**src/sv/sbwr_pkg.sv**
```systemverilog
// ----------------------------------------------------------------------------
// sbwr_pkg
// shared types, command codes, limits and the crc-8 lookup table for the
// smart battery word responder
// ----------------------------------------------------------------------------
package sbwr_pkg;

    localparam int ADDR_W = 4;
    localparam int DATA_W = 32;
    localparam int MV_W   = 14;
    localparam int WORD_W = 16;
    localparam int PCT_W  = 7;
    localparam int PROD_W = 23;

    // item modes
    localparam logic [1:0] MODE_SENSE = 2'd0;
    localparam logic [1:0] MODE_CMD   = 2'd1;
    localparam logic [1:0] MODE_READ  = 2'd2;

    // register indexes
    localparam logic [1:0] REG_DESIGN_CAP = 2'd0;
    localparam logic [1:0] REG_FULL_CAP   = 2'd1;
    localparam logic [1:0] REG_CYCLES     = 2'd2;
    localparam logic [1:0] REG_TEMP       = 2'd3;

    // word commands
    localparam logic [7:0] CMD_TEMP       = 8'h08;
    localparam logic [7:0] CMD_VOLTAGE    = 8'h09;
    localparam logic [7:0] CMD_CURRENT    = 8'h0A;
    localparam logic [7:0] CMD_REL_CHARGE = 8'h0D;
    localparam logic [7:0] CMD_REM_CAP    = 8'h0F;
    localparam logic [7:0] CMD_FULL_CAP   = 8'h10;
    localparam logic [7:0] CMD_CYCLES     = 8'h17;
    localparam logic [7:0] CMD_CELL_ONE   = 8'h3F;
    localparam logic [7:0] CMD_CELL_TWO   = 8'h3E;
    localparam logic [7:0] CMD_CELL_THREE = 8'h3D;

    // smbus framing bytes
    localparam logic [7:0] ADDR_WRITE = 8'h16;
    localparam logic [7:0] ADDR_READ  = 8'h17;
    localparam logic [7:0] CRC_POLY   = 8'h07;

    // voltage limits in mV
    localparam logic [MV_W-1:0] CELL_FLOOR = 14'd1000;
    localparam logic [MV_W-1:0] PACK_FLOOR = 14'd3000;
    localparam logic [MV_W-1:0] PACK_EMPTY = 14'd9000;
    localparam logic [MV_W-1:0] PACK_FULL  = 14'd12600;

    // divide by 36 and by 100 through reciprocal multiply
    localparam int              PCT_SHIFT   = 18;
    localparam logic [12:0]     PCT_MUL     = 13'd7282;
    localparam int              CAP_SHIFT   = 30;
    localparam logic [23:0]     CAP_MUL     = 24'd10737419;

    // reset values of the registers
    localparam logic [WORD_W-1:0] DESIGN_CAP_RST = 16'd1480;
    localparam logic [WORD_W-1:0] FULL_CAP_RST   = 16'd1480;
    localparam logic [WORD_W-1:0] CYCLES_RST     = 16'd1;
    localparam logic [WORD_W-1:0] TEMP_RST       = 16'd2982;

    typedef logic [7:0] crc_tab_t [256];

    typedef struct packed {
        logic [WORD_W-1:0] design_capacity;
        logic [WORD_W-1:0] full_capacity;
        logic [WORD_W-1:0] cycle_total;
        logic [WORD_W-1:0] temperature_value;
    } cfg_t;

    function automatic crc_tab_t crc_table_gen();
        crc_tab_t   tab;
        logic [7:0] c;
        for (int i = 0; i < 256; i++)
        begin
            c = 8'(i);
            for (int k = 0; k < 8; k++)
            begin
                c = c[7] ? ({c[6:0], 1'b0} ^ CRC_POLY) : {c[6:0], 1'b0};
            end
            tab[i] = c;
        end
        return tab;
    endfunction

    localparam crc_tab_t CRC_TABLE = crc_table_gen();

    // crc after address byte, command code zero and the read address
    localparam logic [7:0] PREFIX_RST =
        CRC_TABLE[CRC_TABLE[CRC_TABLE[ADDR_WRITE]] ^ ADDR_READ];

    function automatic logic is_word_cmd(input logic [7:0] cmd);
        logic hit;
        hit = (cmd == CMD_TEMP)     || (cmd == CMD_VOLTAGE)    ||
              (cmd == CMD_CURRENT)  || (cmd == CMD_REL_CHARGE) ||
              (cmd == CMD_REM_CAP)  || (cmd == CMD_FULL_CAP)   ||
              (cmd == CMD_CYCLES)   || (cmd == CMD_CELL_ONE)   ||
              (cmd == CMD_CELL_TWO) || (cmd == CMD_CELL_THREE);
        return hit;
    endfunction

endpackage

```
**src/sv/smart_battery_word_responder_core.sv**
```systemverilog
// ----------------------------------------------------------------------------
// smart_battery_word_responder_core
// sensor latch, command store and smbus word reply with pec
// path: a read request passes the s1 and s2 registers into the output buffer
// throughput: one item per cycle while in_stall is low; a read reply takes
// three output transfers; the buffer loads the next reply as the last leaves
// reset: all sensor state and the command clear to zero, registers to defaults
// ----------------------------------------------------------------------------
module smart_battery_word_responder_core
    import sbwr_pkg::*;
(
    input  logic              clk,
    input  logic              rst_n,
    input  logic              psel,
    input  logic              penable,
    input  logic              pwrite,
    input  logic [ADDR_W-1:0] paddr,
    input  logic [DATA_W-1:0] pwdata,
    output logic [DATA_W-1:0] prdata,
    output logic              pready,
    input  logic              in_valid,
    output logic              in_stall,
    input  logic [1:0]        mode,
    input  logic [7:0]        command_byte,
    input  logic [MV_W-1:0]   tap1_mv,
    input  logic [MV_W-1:0]   tap2_mv,
    input  logic [MV_W-1:0]   pack_mv,
    input  logic [WORD_W-1:0] current_ma,
    output logic              out_valid,
    input  logic              out_stall,
    output logic [7:0]        reply_byte,
    output logic              last_byte
);

    cfg_t              cfg;

    logic [7:0]        cmd_reg;
    logic [7:0]        prefix_reg;
    logic [MV_W-1:0]   cell1_reg;
    logic [MV_W-1:0]   cell2_reg;
    logic [MV_W-1:0]   cell3_reg;
    logic [MV_W-1:0]   pack_reg;
    logic [WORD_W-1:0] draw_reg;
    logic [PCT_W-1:0]  pct_reg;

    logic              s1_valid_reg;
    logic              s1_valid_next;
    logic              s1_is_cap_reg;
    logic [PROD_W-1:0] s1_value_reg;
    logic [7:0]        s1_prefix_reg;

    logic              s1_ready;
    logic              s2_ready;
    logic              in_xfer;
    logic              sense_upd;
    logic              cmd_upd;
    logic              s1_load;

    logic signed [MV_W:0] diff2;
    logic signed [MV_W:0] diff3;
    logic [MV_W-1:0]   cell1_next;
    logic [MV_W-1:0]   cell2_next;
    logic [MV_W-1:0]   cell3_next;
    logic [MV_W-1:0]   pack_next;
    logic [MV_W-1:0]   span_full;
    logic [11:0]       span;
    logic [24:0]       pct_prod;
    logic [PCT_W-1:0]  pct_next;
    logic [7:0]        prefix_next;

    logic              is_cap;
    logic [PROD_W-1:0] value;

    sbwr_regs u_regs
    (
        .clk     (clk),
        .rst_n   (rst_n),
        .psel    (psel),
        .penable (penable),
        .pwrite  (pwrite),
        .paddr   (paddr),
        .pwdata  (pwdata),
        .prdata  (prdata),
        .pready  (pready),
        .cfg     (cfg)
    );

    assign s1_ready  = !s1_valid_reg || s2_ready;
    assign in_stall  = !s1_ready;
    assign in_xfer   = in_valid && !in_stall;
    assign sense_upd = in_xfer && (mode == MODE_SENSE);
    assign cmd_upd   = in_xfer && (mode == MODE_CMD);
    assign s1_load   = in_xfer && (mode == MODE_READ) && is_word_cmd(cmd_reg);

    // sensor update
    assign diff2 = $signed({1'b0, tap2_mv}) - $signed({1'b0, tap1_mv});
    assign diff3 = $signed({1'b0, pack_mv}) - $signed({1'b0, tap2_mv});

    assign cell1_next = (tap1_mv < CELL_FLOOR) ? CELL_FLOOR : tap1_mv;
    assign cell2_next = (diff2 < $signed({1'b0, CELL_FLOOR})) ? CELL_FLOOR
                                                               : diff2[MV_W-1:0];
    assign cell3_next = (diff3 < $signed({1'b0, CELL_FLOOR})) ? CELL_FLOOR
                                                               : diff3[MV_W-1:0];
    assign pack_next  = (pack_mv < PACK_FLOOR) ? PACK_FLOOR : pack_mv;

    assign span_full = pack_next - PACK_EMPTY;
    assign span      = (pack_next < PACK_EMPTY) ? 12'd0 :
                       (pack_next > PACK_FULL)  ? 12'(PACK_FULL - PACK_EMPTY) :
                                                  span_full[11:0];
    assign pct_prod  = 25'(span) * 25'(PCT_MUL);
    assign pct_next  = pct_prod[PCT_SHIFT+PCT_W-1:PCT_SHIFT];

    // crc over address, command and read address
    assign prefix_next = CRC_TABLE[CRC_TABLE[CRC_TABLE[ADDR_WRITE] ^ command_byte]
                                   ^ ADDR_READ];

    // word select
    always_comb
    begin
        is_cap = 1'b0;
        value  = '0;
        unique case (cmd_reg)
            CMD_TEMP:       value = PROD_W'(cfg.temperature_value);
            CMD_VOLTAGE:    value = PROD_W'(pack_reg);
            CMD_CURRENT:    value = PROD_W'(draw_reg);
            CMD_REL_CHARGE: value = PROD_W'(pct_reg);
            CMD_REM_CAP:
            begin
                is_cap = 1'b1;
                value  = PROD_W'(cfg.design_capacity) * PROD_W'(pct_reg);
            end
            CMD_FULL_CAP:   value = PROD_W'(cfg.full_capacity);
            CMD_CYCLES:     value = PROD_W'(cfg.cycle_total);
            CMD_CELL_ONE:   value = PROD_W'(cell1_reg);
            CMD_CELL_TWO:   value = PROD_W'(cell2_reg);
            CMD_CELL_THREE: value = PROD_W'(cell3_reg);
            default:        value = '0;
        endcase
    end

    always_comb
    begin
        s1_valid_next = s1_valid_reg;
        if (s1_load)
        begin
            s1_valid_next = 1'b1;
        end
        else if (s2_ready)
        begin
            s1_valid_next = 1'b0;
        end
    end

    always_ff @(posedge clk or negedge rst_n)
    begin
        if (!rst_n)
        begin
            s1_valid_reg <= 1'b0;
            cmd_reg      <= '0;
            prefix_reg   <= PREFIX_RST;
            cell1_reg    <= '0;
            cell2_reg    <= '0;
            cell3_reg    <= '0;
            pack_reg     <= '0;
            draw_reg     <= '0;
            pct_reg      <= '0;
        end
        else
        begin
            s1_valid_reg <= s1_valid_next;
            if (cmd_upd)
            begin
                cmd_reg    <= command_byte;
                prefix_reg <= prefix_next;
            end
            if (sense_upd)
            begin
                cell1_reg <= cell1_next;
                cell2_reg <= cell2_next;
                cell3_reg <= cell3_next;
                pack_reg  <= pack_next;
                draw_reg  <= current_ma;
                pct_reg   <= pct_next;
            end
        end
    end

    always_ff @(posedge clk)
    begin
        if (s1_load)
        begin
            s1_is_cap_reg <= is_cap;
            s1_value_reg  <= value;
            s1_prefix_reg <= prefix_reg;
        end
    end

    sbwr_reply u_reply
    (
        .clk        (clk),
        .rst_n      (rst_n),
        .s1_valid   (s1_valid_reg),
        .s1_ready   (s2_ready),
        .s1_is_cap  (s1_is_cap_reg),
        .s1_value   (s1_value_reg),
        .s1_prefix  (s1_prefix_reg),
        .out_valid  (out_valid),
        .out_stall  (out_stall),
        .reply_byte (reply_byte),
        .last_byte  (last_byte)
    );

endmodule

```
**src/sv/sbwr_regs.sv**
```systemverilog
// ----------------------------------------------------------------------------
// sbwr_regs
// apb register file holding the capacity, cycle count and temperature words
// ----------------------------------------------------------------------------
module sbwr_regs
    import sbwr_pkg::*;
(
    input  logic              clk,
    input  logic              rst_n,
    input  logic              psel,
    input  logic              penable,
    input  logic              pwrite,
    input  logic [ADDR_W-1:0] paddr,
    input  logic [DATA_W-1:0] pwdata,
    output logic [DATA_W-1:0] prdata,
    output logic              pready,
    output cfg_t              cfg
);

    cfg_t       cfg_reg;
    cfg_t       cfg_next;
    logic [1:0] reg_index;
    logic       wr_en;

    assign reg_index = paddr[3:2];
    assign wr_en     = psel && penable && pwrite;
    assign pready    = 1'b1;
    assign cfg       = cfg_reg;

    always_comb
    begin
        cfg_next = cfg_reg;
        if (wr_en)
        begin
            unique case (reg_index)
                REG_DESIGN_CAP: cfg_next.design_capacity   = pwdata[WORD_W-1:0];
                REG_FULL_CAP:   cfg_next.full_capacity     = pwdata[WORD_W-1:0];
                REG_CYCLES:     cfg_next.cycle_total       = pwdata[WORD_W-1:0];
                REG_TEMP:       cfg_next.temperature_value = pwdata[WORD_W-1:0];
                default:        cfg_next = cfg_reg;
            endcase
        end
    end

    always_comb
    begin
        unique case (reg_index)
            REG_DESIGN_CAP: prdata = {16'd0, cfg_reg.design_capacity};
            REG_FULL_CAP:   prdata = {16'd0, cfg_reg.full_capacity};
            REG_CYCLES:     prdata = {16'd0, cfg_reg.cycle_total};
            REG_TEMP:       prdata = {16'd0, cfg_reg.temperature_value};
            default:        prdata = '0;
        endcase
    end

    always_ff @(posedge clk or negedge rst_n)
    begin
        if (!rst_n)
        begin
            cfg_reg.design_capacity   <= DESIGN_CAP_RST;
            cfg_reg.full_capacity     <= FULL_CAP_RST;
            cfg_reg.cycle_total       <= CYCLES_RST;
            cfg_reg.temperature_value <= TEMP_RST;
        end
        else
        begin
            cfg_reg <= cfg_next;
        end
    end

endmodule

```
**src/sv/sbwr_reply.sv**
```systemverilog
// ----------------------------------------------------------------------------
// sbwr_reply
// word reply stage: finishes the remaining capacity division, computes the
// pec and sends low byte, high byte and pec as three output transfers
// ----------------------------------------------------------------------------
module sbwr_reply
    import sbwr_pkg::*;
(
    input  logic              clk,
    input  logic              rst_n,
    input  logic              s1_valid,
    output logic              s1_ready,
    input  logic              s1_is_cap,
    input  logic [PROD_W-1:0] s1_value,
    input  logic [7:0]        s1_prefix,
    output logic              out_valid,
    input  logic              out_stall,
    output logic [7:0]        reply_byte,
    output logic              last_byte
);

    logic              s2_valid_reg;
    logic              s2_valid_next;
    logic [WORD_W-1:0] s2_word_reg;
    logic [7:0]        s2_prefix_reg;
    logic [1:0]        cnt_reg;
    logic [1:0]        cnt_next;
    logic [7:0]        byte0_reg;
    logic [7:0]        byte1_reg;
    logic [7:0]        byte2_reg;

    logic [46:0]       cap_prod;
    logic [WORD_W-1:0] word;
    logic              buf_free;
    logic              s2_ready;
    logic              load;
    logic              xfer;
    logic [7:0]        crc_lo;
    logic [7:0]        crc_hi;

    assign cap_prod = 47'(s1_value) * 47'(CAP_MUL);
    assign word     = s1_is_cap ? cap_prod[CAP_SHIFT+WORD_W-1:CAP_SHIFT]
                                : s1_value[WORD_W-1:0];

    assign out_valid  = (cnt_reg != 2'd0);
    assign reply_byte = byte0_reg;
    assign last_byte  = (cnt_reg == 2'd1);
    assign xfer       = out_valid && !out_stall;

    assign buf_free = (cnt_reg == 2'd0) || ((cnt_reg == 2'd1) && !out_stall);
    assign load     = s2_valid_reg && buf_free;
    assign s2_ready = !s2_valid_reg || buf_free;
    assign s1_ready = s2_ready;

    assign crc_lo = CRC_TABLE[s2_prefix_reg ^ s2_word_reg[7:0]];
    assign crc_hi = CRC_TABLE[crc_lo ^ s2_word_reg[15:8]];

    always_comb
    begin
        s2_valid_next = s2_valid_reg;
        if (s1_valid && s2_ready)
        begin
            s2_valid_next = 1'b1;
        end
        else if (load)
        begin
            s2_valid_next = 1'b0;
        end
    end

    always_comb
    begin
        cnt_next = cnt_reg;
        if (load)
        begin
            cnt_next = 2'd3;
        end
        else if (xfer)
        begin
            cnt_next = cnt_reg - 2'd1;
        end
    end

    always_ff @(posedge clk or negedge rst_n)
    begin
        if (!rst_n)
        begin
            s2_valid_reg <= 1'b0;
            cnt_reg      <= 2'd0;
        end
        else
        begin
            s2_valid_reg <= s2_valid_next;
            cnt_reg      <= cnt_next;
        end
    end

    always_ff @(posedge clk)
    begin
        if (s1_valid && s2_ready)
        begin
            s2_word_reg   <= word;
            s2_prefix_reg <= s1_prefix;
        end
        if (load)
        begin
            byte0_reg <= s2_word_reg[7:0];
            byte1_reg <= s2_word_reg[15:8];
            byte2_reg <= crc_hi;
        end
        else if (xfer)
        begin
            byte0_reg <= byte1_reg;
            byte1_reg <= byte2_reg;
        end
    end

endmodule

```
**config.mk**
```make
export PLATFORM = sky130hd
export DESIGN_NAME = smart_battery_word_responder_core
export DESIGN_NICKNAME = d
export VERILOG_FILES = /design/src/sv/sbwr_pkg.sv /design/src/sv/smart_battery_word_responder_core.sv /design/src/sv/sbwr_regs.sv /design/src/sv/sbwr_reply.sv
export SDC_FILE = /design/constraint.sdc
export NUM_CORES = 1
export LEC_CHECK = 0
export ABC_AREA = 1
export BUFFER_PORTS_ARGS = -buffer_cell sky130_fd_sc_hd__clkbuf_2
export CORE_UTILIZATION = 29
export DETAILED_ROUTE_END_ITERATION = 10
export HOLD_SLACK_MARGIN = 0.05
export PLACE_DENSITY = 0.44
export SLEW_MARGIN = 15
export SYNTH_ARGS = -nofsm -noshare
export SYNTH_HDL_FRONTEND = slang
export SYNTH_SLANG_ARGS = --single-unit
```
**constraint.sdc**
```tcl
create_clock -name clk -period 19.07 [get_ports clk]
set_input_delay 3.814 -clock clk [delete_from_list [all_inputs] [get_ports clk]]
set_output_delay 3.814 -clock clk [all_outputs]
set_load 0.02 [all_outputs]
```
==> results of run 1 <==
[power by group]
part	leakage [nW]	internal, mW	switching, mW
logic	12.9	0.593	0.997
registers	2.72	0.656	0.114
clock network	0.501	0.353	0.248
[layer usage]
layer | global-route usage | up-vias
met5 | 0 | -
met4 | 0.0382 | 2
met3 | 0.0206 | 81
met2 | 0.305 | 371
met1 | 0.244 | 10600
li1 | - | 10800
[worst register-to-register path, delay by kind of cell (launching register included)]
family	cells	cell delay [ps]
AOI/OAI and AO/OA	6	1070
buffers and inverters	5	300
adders and majority gates	8	4200
DFF	1	700
and+or+nand+nor	5	660
[per-stage QoR]
step	utilization	power [mW]
floorplan	-	1.90
global route	0.324	3.26
detailed placement	0.314	2.38
CTS	0.324	3.00
global placement	0.314	2.38
finish	0.325	2.96
[layout make-up]
type	instances	area, µm²
Clock buffer	42	928
Clock inverter	12	119
Timing Repair Buffer	138	744
Multi-Input combinational cell	2334	19000
Antenna cell	1	2.50
Tap cell	1276	1600
Inverter	683	2560
Sequential cell	243	6510
Fill cell	10500	65500
[Yosys cell counts, drive strengths merged, types with 14 or more instances]
cell,n
xor2,66
xnor2,38
nor2,122
nor3,25
or2,28
edfxtp,80
buf,31
a21oi,145
nand3,96
fa,293
a221oi,14
dfrtp,140
nand4,24
o21ai,222
inv,682
clkbuf,66
nand2,726
dfstp,23
ha,389
[cells by family after synthesis]
| group | after synthesis | synth area share |
|---|---|---|
| adders and majority gates | 682 | 0.377 |
| muxes | 2 | 0.000704 |
| xor gates and xnor gates | 104 | 0.0320 |
| DFF | 243 | 0.229 |
| and+or+nand+nor | 1040 | 0.154 |
| other | 2 | 0.000264 |
| AOI/OAI and AO/OA | 489 | 0.101 |
| buffers and inverters | 780 | 0.106 |
[path summary, 6_finish.rpt]
check | depth (start not counted) | from | end | slack (ps)
worst max-delay path | 36 | pack_mv[13] | pct_reg[6] | 9370
worst min-delay path | 0 | s1_prefix_reg[5] | u_reply.s2_prefix_reg[5] | 420
worst max register to register | 24 | s1_value_reg[7] | u_reply.s2_word_reg[12] | 11830
worst min register to register | 0 | s1_prefix_reg[5] | u_reply.s2_prefix_reg[5] | 420
max in group asynchronous | 3 | rst_n | u_reply.cnt_reg[0] | 13880
min in group asynchronous | 1 | rst_n | u_regs.cfg[12] | 3100
==> results.md, run 1 <==
* Status: finished with violations
* Violated checks: DRC
* Hold_buf cts at 0
* DR WL/cell at 18.5 µm
* TritonCTS clock tree: done
* RSZ-0062 raised after global routing: no
* Final GP Congestion at 0.886
* Required time of the worst setup path at 19520 ps
* Die H at 315 µm
* Final setup viols at 0
* WS Path Type: input port to flip-flop
* Fin. Hold Viols at 0
* CTS H-Tree Depth at 1
* Maximum fanout along the worst path at 13
* Fin area at 31500 µm²
* Ys flop type: dfrtp_1
* Clk Latency, worst-skew pair at 610 ps
* Cell Area, Placed at 30400 µm²
* M1 wire length at 40.7 mm
* Commonest non-fill, non-tap cell in the layout: nand2_1
* Final net count at 4222
* Pwr dens at 94.1 nW/µm²
* Area growth from synthesis to layout at 10.6%
* Dpl ws at 8780 ps
* Post-Place Cells at 4674
* Buffers from clock root to sink, at most at 3
* Synth cell types at 68
* HP Class: flip-flop to flip-flop
* Number of flops mapped to enable cells by yosys at 80
* Initial Util at 0.293
* Post-synth top area share at 0.206
* YS warnings at 0
* Layout cells sized above 1 at 0.0855
* Avg Cell Area, Syn at 8.51 µm²
* Vias at 21800
* Total die area at 99400 µm²
* Post-route ant nets at 0
* Clk pin slew, worst setup/hold paths at 60 ps
* Wire length of the first global-routing pass at 136 mm
* Via density at 4.61
* Max-slew headroom at 0.231
* Crit share post-route at 0.509
* Iteration-0 DRC Markers at 1123
* Non-Filler Instances at 4729
* Max FFs per register at 64
* Worst path arrival time at 10150 ps
* Worst-margin pin slew at 1150 ps
* Met2 routed WL at 41.5 mm
* Max-slew violations at 0
* CP max stage delay at 530 ps
* Hold_ws at 420 ps
* Clock skew at 30.8 ps
* Port Buffer Count at 119
* Total Routing Usage GR at 0.180
* Commonest cells after routing, fill and taps aside: 712 x nand2_1, 674 x inv_1, 389 x ha_1
* Row Count at 114
* Sink Count at 243
* Met3 wire length at 3.10 mm
* CP top delay family: adder cells
* Die Width at 315 µm
* Leakage at 16.1 nW
* CTS root buffer: clkbuf_16
* CP startpoint kind: input port
* Crit. End Element: flip-flop
* Async set-reset flop share out of synthesis at 0.671
* # IOs at 155
* DP Wirelength at 73.5 mm
* Max_cap viols at 0
* Worst setup margin at 9370 ps
* Clock period minus worst slack at 9700 ps
* CTS buffer count at 29
* GRT overflow at 0
* Sequential cell area fraction in the yosys report at 0.229
* Postcts setup bufs at 0
* Synth Cell Area at 28500 µm²
* Peak supply drop at 0.0000729 V
* Setup TNS at 0 ps
* CP max-delay cell: o41ai_1
* Vias in the first global route at 22900
* Final WL at 87.3 mm
* Post-CTS sizing at 0
* Fmax at 0.103 GHz
* 1st-pass router iterations at 8
* Pin count of the biggest net entering global routing at 88
* Top Metal Used: met5
* Initial antenna violation count at 3
* Drt drc at 8
* CP bufs+invs at 8
* CP dominant cell by count: nand2_1
* Post-Syn Instances at 3342
* Synth area leaders: fa_1 21%, ha_1 17%, dfrtp_1 12%
* Post-synth top area cell: fa_1
* Yosys reg bits at 243
* Core area at 97000 µm²
(Power assumes the default switching activity.)
==> inputs of run 2 (changes only) <==
--- a/config.mk
+++ b/config.mk
@@ -10,7 +10,7 @@
 export CORE_UTILIZATION = 29
 export DETAILED_ROUTE_END_ITERATION = 10
 export HOLD_SLACK_MARGIN = 0.05
-export PLACE_DENSITY = 0.44
+export PLACE_DENSITY = 0.45
 export SLEW_MARGIN = 15
 export SYNTH_ARGS = -nofsm -noshare
 export SYNTH_HDL_FRONTEND = slang
==> constraint.sdc (replaced) <==
create_clock -name clk -period 8.2 [get_ports clk]
set_input_delay 1.64 -clock clk [delete_from_list [all_inputs] [get_ports clk]]
set_output_delay 1.64 -clock clk [all_outputs]
set_load 0.02 [all_outputs]
==> run 2 against run 1 <==
Compared with the run above:
- the run still ends with DRC left
- critical path depth is 12 lower
- clock skew decreased by 11 ps
- wire length decreased by 0.65%
- combinational power is 130% higher
- sequential share of layout area about the same
- core utilization barely moved
- register-to-register slack got worse by 11000 ps
- via count shrank 0.15%
==> results.md, run 2 (synthesis gave the netlist of run 1 again) <==
* Required time of the worst setup path at 8510 ps (-11010 ps)
* Port Buffer Count at 119 (unchanged)
* RSZ-0062 raised after global routing: no
* CP startpoint kind: flip-flop
* Worst path arrival time at 7470 ps (-2680 ps)
* TritonCTS clock tree: done
* # IOs at 155 (unchanged)
* Leakage at 16.1 nW (+0.18%)
* GR peak layer: met2
* Wire length of the first global-routing pass at 135 mm (-0.45%)
* Final GP Congestion at 0.895 (+1.0%)
* CP bufs+invs at 5 (-3)
* Final net count at 4228 (+0.14%)
* Clock period minus worst slack at 7160 ps
* CP max stage delay at 740 ps (+210 ps)
* Cell Chain, Critical Path: fa_1, inv_1, fa_1, inv_1, fa_1, inv_1, fa_1, fa_1, fa_1, inv_1, fa_1, ha_1, a21oi_1, o21a_1, inv_1, a21oi_1, nand2_1, nand2_1, nand3_1, a21boi_1, o21ai_0, or2_2, nand3_1, o21ai_0
* CP dominant cell by count: fa_1
* Hold_ws at 422 ps (+2.05 ps)
* Fin area at 31500 µm² (about the same)
* CTS H-Tree Depth at 1 (unchanged)
* Pwr dens at 218 nW/µm² (+130%)
* DR WL/cell at 18.3 µm (-0.74%)
* Max-slew headroom at 0.240 (+0.00842)
* Setup TNS at 0 ps (unchanged)
* Fmax at 0.140 GHz
* Max-slew violations at 0 (unchanged)
* Layout cells sized above 1 at 0.0848 (-0.000702)
* Switching share of power at 0.459 (about the same)
* DP Wirelength at 72.8 mm (-1.0%)
* Seq pwr share at 0.264 (+0.004)
* GRT overflow at 0 (unchanged)
* Iteration-0 DRC Markers at 1228 (+9.3%)
* Dpl ws at 549 ps (-8240 ps)
* Clk pwr share at 0.203 (about the same)
* Area growth from synthesis to layout at 10.7% (about the same)
* WHS Path Cells at 0 (unchanged)
* Worst-margin pin slew at 1140 ps (-12.8 ps)
* CTS buffer count at 28 (-3.4%)
* CP top delay family: adder cells
* Max_cap viols at 0 (unchanged)
* HP Class: flip-flop to flip-flop
* Die Width at 315 µm (unchanged)
* Post-route ant nets at 0 (unchanged)
* Met3 Usage GRT at 0.0218 (+0.00118)
* Pin count of the biggest net entering global routing at 86 (-2.3%)
* Final WL at 86.8 mm (-0.65%)
* Commonest cells after routing, fill and taps aside: 712 x nand2_1, 674 x inv_1, 389 x ha_1
* Maximum fanout along the worst path at 8 (-5)
* Violated checks: DRC
* Die H at 315 µm (unchanged)
* CTS root buffer: clkbuf_16
* Hold_buf cts at 0 (unchanged)
* Initial Util at 0.293 (unchanged)
* Initial antenna violation count at 2 (-1)
* Post-CTS sizing at 0 (unchanged)
* Worst setup margin at 1040 ps (-8330 ps)
* Total die area at 99400 µm² (unchanged)
* Clk Latency, worst-skew pair at 600 ps (about the same)
* Crit share post-route at 0.873
* WS Path Type: flip-flop to flip-flop
* Cell Area, Placed at 30500 µm² (+0.15%)
* Commonest non-fill, non-tap cell in the layout: nand2_1
* Status: finished with violations
* P_sw at 3.16 mW (+130%)
* Crit. End Element: flip-flop
* Antenna diode count at 0 (-1)
* # fillers at 10500 (+0.048%)
* R2R depth at 24 (unchanged)
* Sink Count at 243 (unchanged)
* 1st-pass router iterations at 8 (unchanged)
* Clock skew at 19.5 ps (-11.4 ps)
* Row Count at 114 (unchanged)
* Final setup viols at 0 (unchanged)
* Combinational fraction of design power at 0.534 (-0.003)
* Fin. Hold Viols at 0 (unchanged)
* GRT met1 Usage at 0.247 (+0.00308)
* Core area at 97000 µm² (unchanged)
* Pint at 3.72 mW (+130%)
* Clk pin slew, worst setup/hold paths at 80 ps (+20 ps)
* Peak supply drop at 0.000132 V (+81%)
* Via density at 4.60 (-0.24%)
* WP depth at 24 (-33%)
* Postcts setup bufs at 0 (unchanged)
* Drt drc at 3 (-5)
* Vias in the first global route at 22700 (-1.1%)
* Buffers from clock root to sink, at most at 3 (unchanged)
* Vias at 21800 (-0.15%)
* Met2 usage at 0.299 (-0.00593)
* CP max-delay cell: fa_1
* Max FFs per register at 64 (unchanged)
* Total Routing Usage GR at 0.178 (-0.00119)
* Total power at 6.87 mW (+130%)
-- run 2: cell types whose count changed in the layout (fill, tap and decap cells not counted), moves of 2 or more --
cell and change:
buf_4 +6, clkbuf_1 +6, clkbuf_8 -5, clkinv_2 -2, clkinvlp_4 -6, inv_4 +2, inv_6 +2
-- run 2: path summary, 6_finish.rpt --
check	startpoint	to	slack (ps)
setup / recovery	s1_value_reg[5]	u_reply.s2_word_reg[12]	1040
hold / removal	s1_prefix_reg[2]	u_reply.s2_prefix_reg[2]	420
setup reg to reg	s1_value_reg[5]	u_reply.s2_word_reg[12]	1040
hold reg to reg	s1_prefix_reg[2]	u_reply.s2_prefix_reg[2]	420
max in group asynchronous	rst_n	u_reply.cnt_reg[1]	5800
min in group asynchronous	rst_n	u_regs.cfg[25]	1100
-- run 2: through the flow --
step / cells / utilization
finish: 4733 / 0.325
global route: 4733 / 0.325
CTS: 4732 / 0.324
detailed placement: 4680 / 0.314
global placement: 4680 / 0.314
floorplan: 3357 / -
-- run 2: per-layer routing --
| metal | up-vias | part of all wire | wire length (µm) |
|---|---|---|---|
| li1 | 10800 | - | - |
| met1 | 10500 | 0.47 | 41100 |
| met2 | 365 | 0.47 | 40800 |
| met3 | 72 | 0.037 | 3230 |
| met4 | 2 | 0.019 | 1650 |
| met5 | - | 0.000081 | 7 |
-- run 2: final cells by class --
class	instances	area [µm²]	share of cell area
sequential	243	6510	0.207
clock buffer	43	882	0.0280
inverter	683	2560	0.0814
clock inverter	9	115	0.00365
timing repair buffer	145	817	0.0259
tap	1276	1600	0.0507
multi-input combinational	2334	19000	0.604
-- run 2: power groups by stage --
stage | clock, mW | combinational, mW | sequential, mW
finish | 1.39 | 3.67 | 1.81
detailed placement | 0 | 3.68 | 1.83
CTS | 1.43 | 3.72 | 1.81
floorplan | 0 | 2.76 | 1.65
global route | 1.47 | 4.26 | 1.84
global placement | 0 | 3.68 | 1.83
